## config.mk

```make
export PLATFORM = sky130hd
export DESIGN_NAME = magnetometer_smooth_calibrate_top
export DESIGN_NICKNAME = d
export VERILOG_FILES = /design/src/rtl/magsc_pkg.sv /design/src/rtl/magsc_cfg.sv /design/src/rtl/magsc_ctrl.sv /design/src/rtl/magsc_dp.sv /design/src/rtl/magnetometer_smooth_calibrate_top.sv
export VERILOG_INCLUDE_DIRS = /design/src /design/src/rtl
export SDC_FILE = /design/constraint.sdc
export NUM_CORES = 2
export LEC_CHECK = 0
export ABC_AREA = 1
export BUFFER_PORTS_ARGS = -buffer_cell sky130_fd_sc_hd__buf_2
export CELL_PAD_IN_SITES_DETAIL_PLACEMENT = 2
export CELL_PAD_IN_SITES_GLOBAL_PLACEMENT = 2
export CORE_MARGIN = 2
export CORE_UTILIZATION = 35
export CTS_CLUSTER_DIAMETER = 50
export DETAILED_ROUTE_END_ITERATION = 10
export PLACE_DENSITY = 0.82
export SLEW_MARGIN = 10
export SYNTH_ARGS = -nofsm -noshare
export SYNTH_HDL_FRONTEND = slang
export SYNTH_SLANG_ARGS = --single-unit
```

## constraint.sdc

```tcl
create_clock -name aclk -period 15.53 [get_ports aclk]
set_input_delay 3.106 -clock aclk [delete_from_list [all_inputs] [get_ports aclk]]
set_output_delay 3.106 -clock aclk [all_outputs]
set_load 0.1 [all_outputs]
```

## src/rtl/magnetometer_smooth_calibrate_top_macros.svh

```systemverilog
// Assertion macros for the magnetometer smoothing and calibration block.
`ifndef MAGNETOMETER_SMOOTH_CALIBRATE_TOP_MACROS_SVH
`define MAGNETOMETER_SMOOTH_CALIBRATE_TOP_MACROS_SVH

// Same-edge implication, clocked on aclk, quiet during reset.
`define MAGSC_ASSERT_NOW(label, ante, cons, msg) \
    label: assert property (@(posedge aclk) disable iff (!aresetn) (ante) |-> (cons)) \
        else $error(msg);

// Next-edge implication, clocked on aclk, quiet during reset.
`define MAGSC_ASSERT_NEXT(label, ante, cons, msg) \
    label: assert property (@(posedge aclk) disable iff (!aresetn) (ante) |=> (cons)) \
        else $error(msg);

`endif

```

## src/rtl/magsc_pkg.sv

```systemverilog
// Shared types and constants for the magnetometer smoothing and calibration block.
package magsc_pkg;

    localparam int RAW_W      = 16;
    localparam int SCALE_W    = 24;
    localparam int OFFS_W     = 48;
    localparam int CFG_IDX_W  = 3;
    localparam int CFG_DATA_W = 48;

    // register indexes on the configuration port
    localparam logic [CFG_IDX_W-1:0] REG_SOFT_XX      = 3'd0;
    localparam logic [CFG_IDX_W-1:0] REG_SOFT_XY      = 3'd1;
    localparam logic [CFG_IDX_W-1:0] REG_SOFT_XZ      = 3'd2;
    localparam logic [CFG_IDX_W-1:0] REG_SOFT_YY      = 3'd3;
    localparam logic [CFG_IDX_W-1:0] REG_SOFT_YZ      = 3'd4;
    localparam logic [CFG_IDX_W-1:0] REG_SOFT_ZZ      = 3'd5;
    localparam logic [CFG_IDX_W-1:0] REG_HARD_OFFSETS = 3'd6;
    localparam logic [CFG_IDX_W-1:0] REG_COUNT_SCALE  = 3'd7;

    // reset values: matrix in Q2.14, gain 1.0 in Q8.16
    localparam logic [RAW_W-1:0]   SOFT_XX_RST      = 16'h3EBE;  // 16062
    localparam logic [RAW_W-1:0]   SOFT_XY_RST      = 16'hFF53;  // -173
    localparam logic [RAW_W-1:0]   SOFT_XZ_RST      = 16'h007C;  // 124
    localparam logic [RAW_W-1:0]   SOFT_YY_RST      = 16'h3CD7;  // 15575
    localparam logic [RAW_W-1:0]   SOFT_YZ_RST      = 16'hFDBA;  // -582
    localparam logic [RAW_W-1:0]   SOFT_ZZ_RST      = 16'h44C4;  // 17604
    localparam logic [OFFS_W-1:0]  HARD_OFFSETS_RST = 48'h0;
    localparam logic [SCALE_W-1:0] COUNT_SCALE_RST  = 24'h010000;

    typedef struct packed {
        logic [RAW_W-1:0]   soft_xx;
        logic [RAW_W-1:0]   soft_xy;
        logic [RAW_W-1:0]   soft_xz;
        logic [RAW_W-1:0]   soft_yy;
        logic [RAW_W-1:0]   soft_yz;
        logic [RAW_W-1:0]   soft_zz;
        logic [OFFS_W-1:0]  hard_offsets;
        logic [SCALE_W-1:0] count_scale;
    } cfg_t;

    typedef enum logic {
        OP_SCALE,
        OP_MATRIX
    } op_kind_t;

    // controller to datapath
    typedef struct packed {
        logic     load;      // take a good frame, update smoothed state
        logic     issue;     // drive the shared multiplier this cycle
        op_kind_t kind;
        logic     hi;        // upper slice of t in a matrix product
        logic [1:0] row;
        logic [1:0] col;
        logic     out_load;  // move finished item into output register
    } cmd_t;

endpackage

```

## src/rtl/magsc_cfg.sv

```systemverilog
// Configuration register bank for the magnetometer calibration block.
module magsc_cfg (
    input  logic                                aclk,
    input  logic                                aresetn,
    input  logic                                cfg_wr_en,
    input  logic [magsc_pkg::CFG_IDX_W-1:0]     cfg_index,
    input  logic [magsc_pkg::CFG_DATA_W-1:0]    cfg_wr_data,
    output magsc_pkg::cfg_t                     cfg
);

    magsc_pkg::cfg_t cfg_reg;

    always_ff @(posedge aclk) begin
        if (!aresetn) begin
            cfg_reg.soft_xx      <= magsc_pkg::SOFT_XX_RST;
            cfg_reg.soft_xy      <= magsc_pkg::SOFT_XY_RST;
            cfg_reg.soft_xz      <= magsc_pkg::SOFT_XZ_RST;
            cfg_reg.soft_yy      <= magsc_pkg::SOFT_YY_RST;
            cfg_reg.soft_yz      <= magsc_pkg::SOFT_YZ_RST;
            cfg_reg.soft_zz      <= magsc_pkg::SOFT_ZZ_RST;
            cfg_reg.hard_offsets <= magsc_pkg::HARD_OFFSETS_RST;
            cfg_reg.count_scale  <= magsc_pkg::COUNT_SCALE_RST;
        end else if (cfg_wr_en) begin
            case (cfg_index)
                magsc_pkg::REG_SOFT_XX:      cfg_reg.soft_xx <= cfg_wr_data[15:0];
                magsc_pkg::REG_SOFT_XY:      cfg_reg.soft_xy <= cfg_wr_data[15:0];
                magsc_pkg::REG_SOFT_XZ:      cfg_reg.soft_xz <= cfg_wr_data[15:0];
                magsc_pkg::REG_SOFT_YY:      cfg_reg.soft_yy <= cfg_wr_data[15:0];
                magsc_pkg::REG_SOFT_YZ:      cfg_reg.soft_yz <= cfg_wr_data[15:0];
                magsc_pkg::REG_SOFT_ZZ:      cfg_reg.soft_zz <= cfg_wr_data[15:0];
                magsc_pkg::REG_HARD_OFFSETS: cfg_reg.hard_offsets <= cfg_wr_data[47:0];
                magsc_pkg::REG_COUNT_SCALE:  cfg_reg.count_scale <= cfg_wr_data[23:0];
                default: begin
                end
            endcase
        end
    end

    assign cfg = cfg_reg;

endmodule

```

## src/rtl/magsc_ctrl.sv

```systemverilog
// Sequencer for the magnetometer calibration block: handshakes and multiplier schedule.
module magsc_ctrl (
    input  logic                aclk,
    input  logic                aresetn,
    input  logic                s_valid,
    input  logic                s_bus_error,
    output logic                s_ready,
    output logic                m_valid,
    input  logic                m_ready,
    output magsc_pkg::cmd_t     cmd
);

    typedef enum logic [2:0] {
        S_IDLE,
        S_SCALE,
        S_MATRIX,
        S_DRAIN,
        S_DONE
    } state_t;

    state_t     state_reg, state_next;
    logic [1:0] row_reg, row_next;
    logic [1:0] col_reg, col_next;
    logic       half_reg, half_next;
    logic       m_valid_reg, m_valid_next;

    always_comb begin
        cmd.load     = s_valid && (state_reg == S_IDLE) && !s_bus_error;
        cmd.issue    = (state_reg == S_SCALE) || (state_reg == S_MATRIX);
        cmd.kind     = (state_reg == S_MATRIX) ? magsc_pkg::OP_MATRIX : magsc_pkg::OP_SCALE;
        cmd.hi       = half_reg;
        cmd.row      = row_reg;
        cmd.col      = col_reg;
        cmd.out_load = (state_reg == S_DONE) && (!m_valid_reg || m_ready);
    end

    always_comb begin
        state_next = state_reg;
        row_next   = row_reg;
        col_next   = col_reg;
        half_next  = half_reg;
        case (state_reg)
            S_IDLE: begin
                if (cmd.load) begin
                    state_next = S_SCALE;
                    row_next   = 2'd0;
                    col_next   = 2'd0;
                    half_next  = 1'b0;
                end
            end
            S_SCALE: begin
                if (col_reg == 2'd2) begin
                    state_next = S_MATRIX;
                    col_next   = 2'd0;
                end else begin
                    col_next = col_reg + 2'd1;
                end
            end
            S_MATRIX: begin
                half_next = !half_reg;
                if (half_reg) begin
                    if (col_reg == 2'd2) begin
                        col_next = 2'd0;
                        if (row_reg == 2'd2) begin
                            state_next = S_DRAIN;
                        end else begin
                            row_next = row_reg + 2'd1;
                        end
                    end else begin
                        col_next = col_reg + 2'd1;
                    end
                end
            end
            S_DRAIN: begin
                state_next = S_DONE;
            end
            S_DONE: begin
                if (cmd.out_load) begin
                    state_next = S_IDLE;
                end
            end
            default: begin
                state_next = S_IDLE;
            end
        endcase
    end

    always_comb begin
        if (cmd.out_load) begin
            m_valid_next = 1'b1;
        end else if (m_ready) begin
            m_valid_next = 1'b0;
        end else begin
            m_valid_next = m_valid_reg;
        end
    end

    always_ff @(posedge aclk) begin
        if (!aresetn) begin
            state_reg   <= S_IDLE;
            row_reg     <= 2'd0;
            col_reg     <= 2'd0;
            half_reg    <= 1'b0;
            m_valid_reg <= 1'b0;
        end else begin
            state_reg   <= state_next;
            row_reg     <= row_next;
            col_reg     <= col_next;
            half_reg    <= half_next;
            m_valid_reg <= m_valid_next;
        end
    end

    assign s_ready = (state_reg == S_IDLE);
    assign m_valid = m_valid_reg;

endmodule

```

## src/rtl/magsc_dp.sv

```systemverilog
// Datapath: smoothing state, shared 17x25 multiplier, accumulators, output register.
module magsc_dp (
    input  logic                    aclk,
    input  logic                    aresetn,
    input  magsc_pkg::cmd_t         cmd,
    input  magsc_pkg::cfg_t         cfg,
    input  logic signed [15:0]      raw_x,
    input  logic signed [15:0]      raw_y,
    input  logic signed [15:0]      raw_z,
    output logic signed [15:0]      smooth_x,
    output logic signed [15:0]      smooth_y,
    output logic signed [15:0]      smooth_z,
    output logic signed [15:0]      field_x,
    output logic signed [15:0]      field_y,
    output logic signed [15:0]      field_z
);

    localparam logic [58:0] FIN_BIAS = 59'((64'd1 << 30) - 64'd1);

    // trunc((old + new) / 2)
    function automatic logic [15:0] avg16(input logic [15:0] old, input logic [15:0] nw);
        logic [16:0] sum;
        sum = {old[15], old} + {nw[15], nw};
        sum = sum + {16'b0, sum[16]};
        return sum[16:1];
    endfunction

    // Q.30 to integer, toward zero, saturated to int16
    function automatic logic [15:0] finish(input logic [58:0] acc);
        logic [58:0]        adj;
        logic signed [28:0] q;
        adj = acc + (acc[58] ? FIN_BIAS : 59'd0);
        q   = $signed(adj[58:30]);
        if (q > 29'sd32767) begin
            return 16'h7FFF;
        end else if (q < -29'sd32768) begin
            return 16'h8000;
        end else begin
            return q[15:0];
        end
    endfunction

    logic [15:0] smooth_reg [3];
    logic [40:0] t_reg      [3];
    logic [58:0] acc_reg    [3];

    logic signed [41:0] prod_reg;
    logic               prod_vld_reg;
    magsc_pkg::op_kind_t prod_kind_reg;
    logic               prod_hi_reg;
    logic [1:0]         prod_row_reg;
    logic [1:0]         prod_col_reg;

    logic [15:0] out_reg [6];

    logic [15:0]        neg_y, neg_z;
    logic [15:0]        m_sel;
    logic [40:0]        t_sel;
    logic [16:0]        mul_a;
    logic [24:0]        mul_b;
    logic signed [41:0] prod;
    logic [15:0]        off_sel;
    logic [40:0]        t_new;
    logic [58:0]        addend;

    // negation wraps at the most negative count
    assign neg_y = 16'(16'd0 - raw_y);
    assign neg_z = 16'(16'd0 - raw_z);

    // symmetric matrix element by row and column
    always_comb begin
        case ({cmd.row, cmd.col})
            4'b0000: m_sel = cfg.soft_xx;
            4'b0001: m_sel = cfg.soft_xy;
            4'b0010: m_sel = cfg.soft_xz;
            4'b0100: m_sel = cfg.soft_xy;
            4'b0101: m_sel = cfg.soft_yy;
            4'b0110: m_sel = cfg.soft_yz;
            4'b1000: m_sel = cfg.soft_xz;
            4'b1001: m_sel = cfg.soft_yz;
            4'b1010: m_sel = cfg.soft_zz;
            default: m_sel = 16'd0;
        endcase
    end

    // t is 41 bits: low 24 bits go in unsigned, high 17 bits signed
    always_comb begin
        t_sel = t_reg[cmd.col];
        if (cmd.kind == magsc_pkg::OP_SCALE) begin
            mul_a = {smooth_reg[cmd.col][15], smooth_reg[cmd.col]};
            mul_b = {1'b0, cfg.count_scale};
        end else begin
            mul_a = {m_sel[15], m_sel};
            mul_b = cmd.hi ? {{8{t_sel[40]}}, t_sel[40:24]} : {1'b0, t_sel[23:0]};
        end
        prod = $signed(mul_a) * $signed(mul_b);
    end

    always_comb begin
        case (prod_col_reg)
            2'd0:    off_sel = cfg.hard_offsets[15:0];
            2'd1:    off_sel = cfg.hard_offsets[31:16];
            2'd2:    off_sel = cfg.hard_offsets[47:32];
            default: off_sel = 16'd0;
        endcase
        t_new = prod_reg[40:0] - {{17{off_sel[15]}}, off_sel, 8'b0};
        // upper slice product fits 35 bits, weighted by 2^24
        addend = prod_hi_reg ? {prod_reg[34:0], 24'b0} : {{17{prod_reg[41]}}, prod_reg};
    end

    always_ff @(posedge aclk) begin
        if (!aresetn) begin
            smooth_reg[0] <= 16'd0;
            smooth_reg[1] <= 16'd0;
            smooth_reg[2] <= 16'd0;
            prod_vld_reg  <= 1'b0;
        end else begin
            if (cmd.load) begin
                smooth_reg[0] <= avg16(smooth_reg[0], raw_x);
                smooth_reg[1] <= avg16(smooth_reg[1], neg_y);
                smooth_reg[2] <= avg16(smooth_reg[2], neg_z);
            end
            prod_vld_reg <= cmd.issue;
        end
    end

    always_ff @(posedge aclk) begin
        prod_reg      <= prod;
        prod_kind_reg <= cmd.kind;
        prod_hi_reg   <= cmd.hi;
        prod_row_reg  <= cmd.row;
        prod_col_reg  <= cmd.col;
        if (cmd.load) begin
            acc_reg[0] <= 59'd0;
            acc_reg[1] <= 59'd0;
            acc_reg[2] <= 59'd0;
        end else if (prod_vld_reg) begin
            if (prod_kind_reg == magsc_pkg::OP_SCALE) begin
                t_reg[prod_col_reg] <= t_new;
            end else begin
                acc_reg[prod_row_reg] <= acc_reg[prod_row_reg] + addend;
            end
        end
        if (cmd.out_load) begin
            out_reg[0] <= smooth_reg[0];
            out_reg[1] <= smooth_reg[1];
            out_reg[2] <= smooth_reg[2];
            out_reg[3] <= finish(acc_reg[0]);
            out_reg[4] <= finish(acc_reg[1]);
            out_reg[5] <= finish(acc_reg[2]);
        end
    end

    assign smooth_x = out_reg[0];
    assign smooth_y = out_reg[1];
    assign smooth_z = out_reg[2];
    assign field_x  = out_reg[3];
    assign field_y  = out_reg[4];
    assign field_z  = out_reg[5];

endmodule

```

## src/rtl/magnetometer_smooth_calibrate_top.sv

```systemverilog
// Top level of the magnetometer smoothing and hard/soft-iron calibration block.
//
// Input channel s_*: one three-axis frame of raw counts per item, plus a bus
// error flag. A flagged item is taken and dropped: no result, no
// change to the smoothed state. Output channel m_*: smoothed counts (y and z
// negated) and the calibrated field, one item per good frame, in order.
// Configuration: cfg_wr_en / cfg_index / cfg_wr_data write one register per
// cycle; write only while no item is in flight.
// A good item accepted while idle passes through the scale, matrix, drain and
// done states, and m_valid rises once the output register is free.
// The schedule is set by the single shared 17x25 multiplier: three scale
// products then nine matrix products, each split into two slices of t, with
// a product register, then a drain state and a finishing state.
// s_ready is high only while the sequencer is idle; a finished item waits in
// the output register while the next item is accepted and worked on. If the
// receiver stalls, the next result is held back and s_ready stays low.
// Reset (aresetn, synchronous, active low) restores the default matrix, zero
// offsets, unit gain, clears the smoothed state and empties the output.
`include "magnetometer_smooth_calibrate_top_macros.svh"

module magnetometer_smooth_calibrate_top (
    input  logic                                aclk,
    input  logic                                aresetn,
    // configuration
    input  logic                                cfg_wr_en,
    input  logic [magsc_pkg::CFG_IDX_W-1:0]     cfg_index,
    input  logic [magsc_pkg::CFG_DATA_W-1:0]    cfg_wr_data,
    // input items
    input  logic                                s_valid,
    output logic                                s_ready,
    input  logic signed [15:0]                  s_raw_x,
    input  logic signed [15:0]                  s_raw_y,
    input  logic signed [15:0]                  s_raw_z,
    input  logic                                s_bus_error,
    // result items
    output logic                                m_valid,
    input  logic                                m_ready,
    output logic signed [15:0]                  m_smooth_x,
    output logic signed [15:0]                  m_smooth_y,
    output logic signed [15:0]                  m_smooth_z,
    output logic signed [15:0]                  m_field_x,
    output logic signed [15:0]                  m_field_y,
    output logic signed [15:0]                  m_field_z
);

    magsc_pkg::cfg_t cfg;
    magsc_pkg::cmd_t cmd;

    // register bank
    magsc_cfg u_cfg (
        .aclk        (aclk),
        .aresetn     (aresetn),
        .cfg_wr_en   (cfg_wr_en),
        .cfg_index   (cfg_index),
        .cfg_wr_data (cfg_wr_data),
        .cfg         (cfg)
    );

    // sequencer: handshakes and multiplier schedule
    magsc_ctrl u_ctrl (
        .aclk        (aclk),
        .aresetn     (aresetn),
        .s_valid     (s_valid),
        .s_bus_error (s_bus_error),
        .s_ready     (s_ready),
        .m_valid     (m_valid),
        .m_ready     (m_ready),
        .cmd         (cmd)
    );

    // arithmetic and output register
    magsc_dp u_dp (
        .aclk     (aclk),
        .aresetn  (aresetn),
        .cmd      (cmd),
        .cfg      (cfg),
        .raw_x    (s_raw_x),
        .raw_y    (s_raw_y),
        .raw_z    (s_raw_z),
        .smooth_x (m_smooth_x),
        .smooth_y (m_smooth_y),
        .smooth_z (m_smooth_z),
        .field_x  (m_field_x),
        .field_y  (m_field_y),
        .field_z  (m_field_z)
    );

    // a dropped frame must not start the sequencer
    `MAGSC_ASSERT_NEXT(a_err_frame_idle, s_valid && s_ready && s_bus_error, s_ready, "bus error item started work")
    // a good frame must occupy the sequencer
    `MAGSC_ASSERT_NEXT(a_good_frame_busy, s_valid && s_ready && !s_bus_error, !s_ready, "good item not processed")
    // results appear only from the finishing state, never while idle
    `MAGSC_ASSERT_NOW(a_result_from_done, $rose(m_valid), $past(!s_ready), "result without work")

endmodule

```

==> results.md <==
- Required time worst endpoint: ~16000 ps
- Worst slew pin tran: 1170 ps
- Die area: approximately 0.18 mm2
- Setup TNS: 0 ps
- GRT Util Overall: roughly 31%
- Routability cong.: between 0.9 and 1
- DRC: 0
- Clock Root Buffer: clkbuf_16
- Element type at the critical path end: register
- Register bit count reported by yosys: roughly 730
- Clock-pin slew on the worst setup and hold paths: about 60 ps
- Post-synth top cells: 1951 x nand2_1, 1361 x inv_1, 1271 x nor2_1
- Synth area leader: edfxtp_1
- Crit path largest cell delay: 770 ps
- YS warnings: 0
- Die W: approximately 430 um
- Post-Synth XOR/XNOR Area: under 10%
- Critical path class: register to register
- Initial DRC count: roughly 3900
- Hold Path Cell Cnt: 0
- CTS tree: done
- Worst reg2reg path depth: 30
- CP startpoint kind: register
- Overall routed net length: 285 mm
- Post-CTS Setup Repair Bufs: 0
- # port buffers: a little over 200
- Core area: about 0.18 mm2
- Count of different cell masters after synthesis: 64
- Proportion of netlist area held by the largest area contributor: roughly 24%
- Top FF cell, synth: edfxtp_1
- Via count: slightly below 60000
- Multiplexer share of the synthesized area: less than 1%
- Final Skew: approximately 110 ps
- FP Rows: 154
- CTS Hold Bufs: 0
- Cts repair resizes: 0
- Number of flip-flops in the largest register: 236
- H-tree depth: 3
- Sequential share of the synthesized area: 31.6%
- DR pass1 iterations: 5
- Drt wl/cell: between 20 and 30 um
- # setup viols final: 0
- Max-cap viol count: 0
- Post-synth EDFFs: between 500 and 600
- Largest net degree at the start of global routing: 80
- Initial Utilization: 35.3%
- Most numerous cell in the Yosys netlist: nand2_1
- Share of cells above drive strength 1: about 7%
- Max Transition Viols Final: 0
- Post-detail-place hpwl: approximately 230 mm
- Initial antenna violation count: 6
- Total grt overflow: 0
- HP Class: register to register
- Mapped Cells: about 8200
- Max clock buf depth: 3
- CP max FO: 49
- Clk sinks: between 700 and 800
- Final Hold Viols: 0
- Vias in the first global route: between 60000 and 70000
- Synthesized-area fraction occupied by adder cells: 20.3%
- Synth Cell Area: 0.0621 mm2
- Relative max-transition margin: 21.3%
- CTS Buf Count: between 100 and 150
- Syn_nets: 9079
- Num ports: slightly above 200
- Worst skew pair latency: ~820 ps
- Vias/cell: about 5.4
- Mean post-synth cell area: 7.56 um2
- Slowest cell on crit path: dfxtp_2
- Compound-Gate Fraction of Synth Area: between 9 and 10%
- First-pass GRT wire length: ~420 mm
- Nets: 9257
- Area Overhead vs Synth: 12.2%
- Crit path time final: between 9000 and 10000 ps
- Largest family of logic cells by synthesized area: simple AND/OR/NAND/NOR gates
- Fmax: 0.108 GHz
- Synth Area in Simple Gates: 25.4%
- Die Y: between 400 and 500 um
- RSZ-0062 raised after global routing: no
- Antenna Violating Nets Remaining: 0
- Layout fillers: between 20000 and 25000
- CP arrival: between 9000 and 10000 ps
- Main area contributors after synthesis: edfxtp_1 24%, fa_1 14%, nand2_1 12%, inv_1 8.2%, nor2_1 7.7%
- Synth async-reset ratio: 0%
- Fin crit share: between 50% and 60%
- Status: complete, no violations
==> metrics by stage <==
| step | util (%) | worst slack (ps) | hold WS, ps | instance area, um2 | std cells |
|---|---|---|---|---|---|
| 4_1_cts | 39.5 | 6360 | 387 | 69700 | 10800 |
| 2_1_floorplan | - | 2530 | 326 | 62100 | 8219 |
| 6_report | 39.5 | 6280 | 383 | 69700 | 10800 |
| 3_5_place_dp | 37.4 | 6460 | 379 | 65900 | 10600 |
| 3_3_place_gp | 37.4 | 5980 | 362 | 65900 | 10600 |
| 5_1_grt | 39.5 | 5900 | 400 | 69700 | 10800 |
==> cells in the final DEF (no fill, tap or decap), types with 113 or more instances in the layout <==
cell       instances
buf_2            202
edfxtp_1         503
nand2_1         1944
dfxtp_1          225
o21ai_0          316
fa_1             422
clkbuf_16        113
nand3_1          367
ha_1             333
a21oi_1          375
inv_1           1360
xor2_1           135
nor2_1          1263
==> worst max-delay path: cells and delay by family (launching register included) <==
kind	cells	cell delay (ps)
buf+inv	9	1710
compound gates	4	1320
fa+ha+maj	7	3460
xor+xnor	1	150
simple gates	9	1590
flops	1	770
==> path summary, 6_finish.rpt <==
check | startpoint | endpoint | slack [ps]
min | u_ctrl.row_reg[0] | u_dp.prod_row_reg[0] | 380
min reg2reg | u_ctrl.row_reg[0] | u_dp.prod_row_reg[0] | 380
max reg2reg | register | u_dp.prod_reg[34] | 6280
max | register | u_dp.prod_reg[34] | 6280
==> metal layers <==
metal  routed length, um  track usage [%]  part of all wire (%)  vias up
met1              117000             37.9                    41    30100
met2              138000             53.4                    48     1443
met4               18400             17.4                   6.4        4
met3               11700             3.40                   4.1      607
li1                    -                -                     -    26600
met5                  28                0                0.0098        -
==> kinds of logic (layout without fill, tap and decap cells) <==
| group | count (synthesis) | after routing |
|---|---|---|
| AOI/OAI and AO/OA | 1034 | 1034 |
| DFF | 731 | 731 |
| muxes | 6 | 6 |
| buffers and inverters | 1613 | 1889 |
| adders and majority gates | 755 | 755 |
| and+or+nand+nor | 3886 | 3886 |
| other | 0 | 1 |
| xor gates and xnor gates | 194 | 194 |
==> area by class of cell <==
| class | instances | area (um2) | area share (%) |
|---|---|---|---|
| clock buffers | 136 | 3010 | 4.31 |
| well taps | 2340 | 2930 | 4.20 |
| multi-input cells | 5875 | 36400 | 52.2 |
| repair buffers | 290 | 1670 | 2.40 |
| diodes | 1 | 2.50 | 0.00359 |
| clock inverters | 75 | 818 | 1.17 |
| flip-flops and latches | 731 | 19700 | 28.2 |
| inverters | 1388 | 5210 | 7.47 |
Power is left out: the tool's default activity adds up to more than one toggle a clock period on the data nets, which glitch-free logic cannot reach.
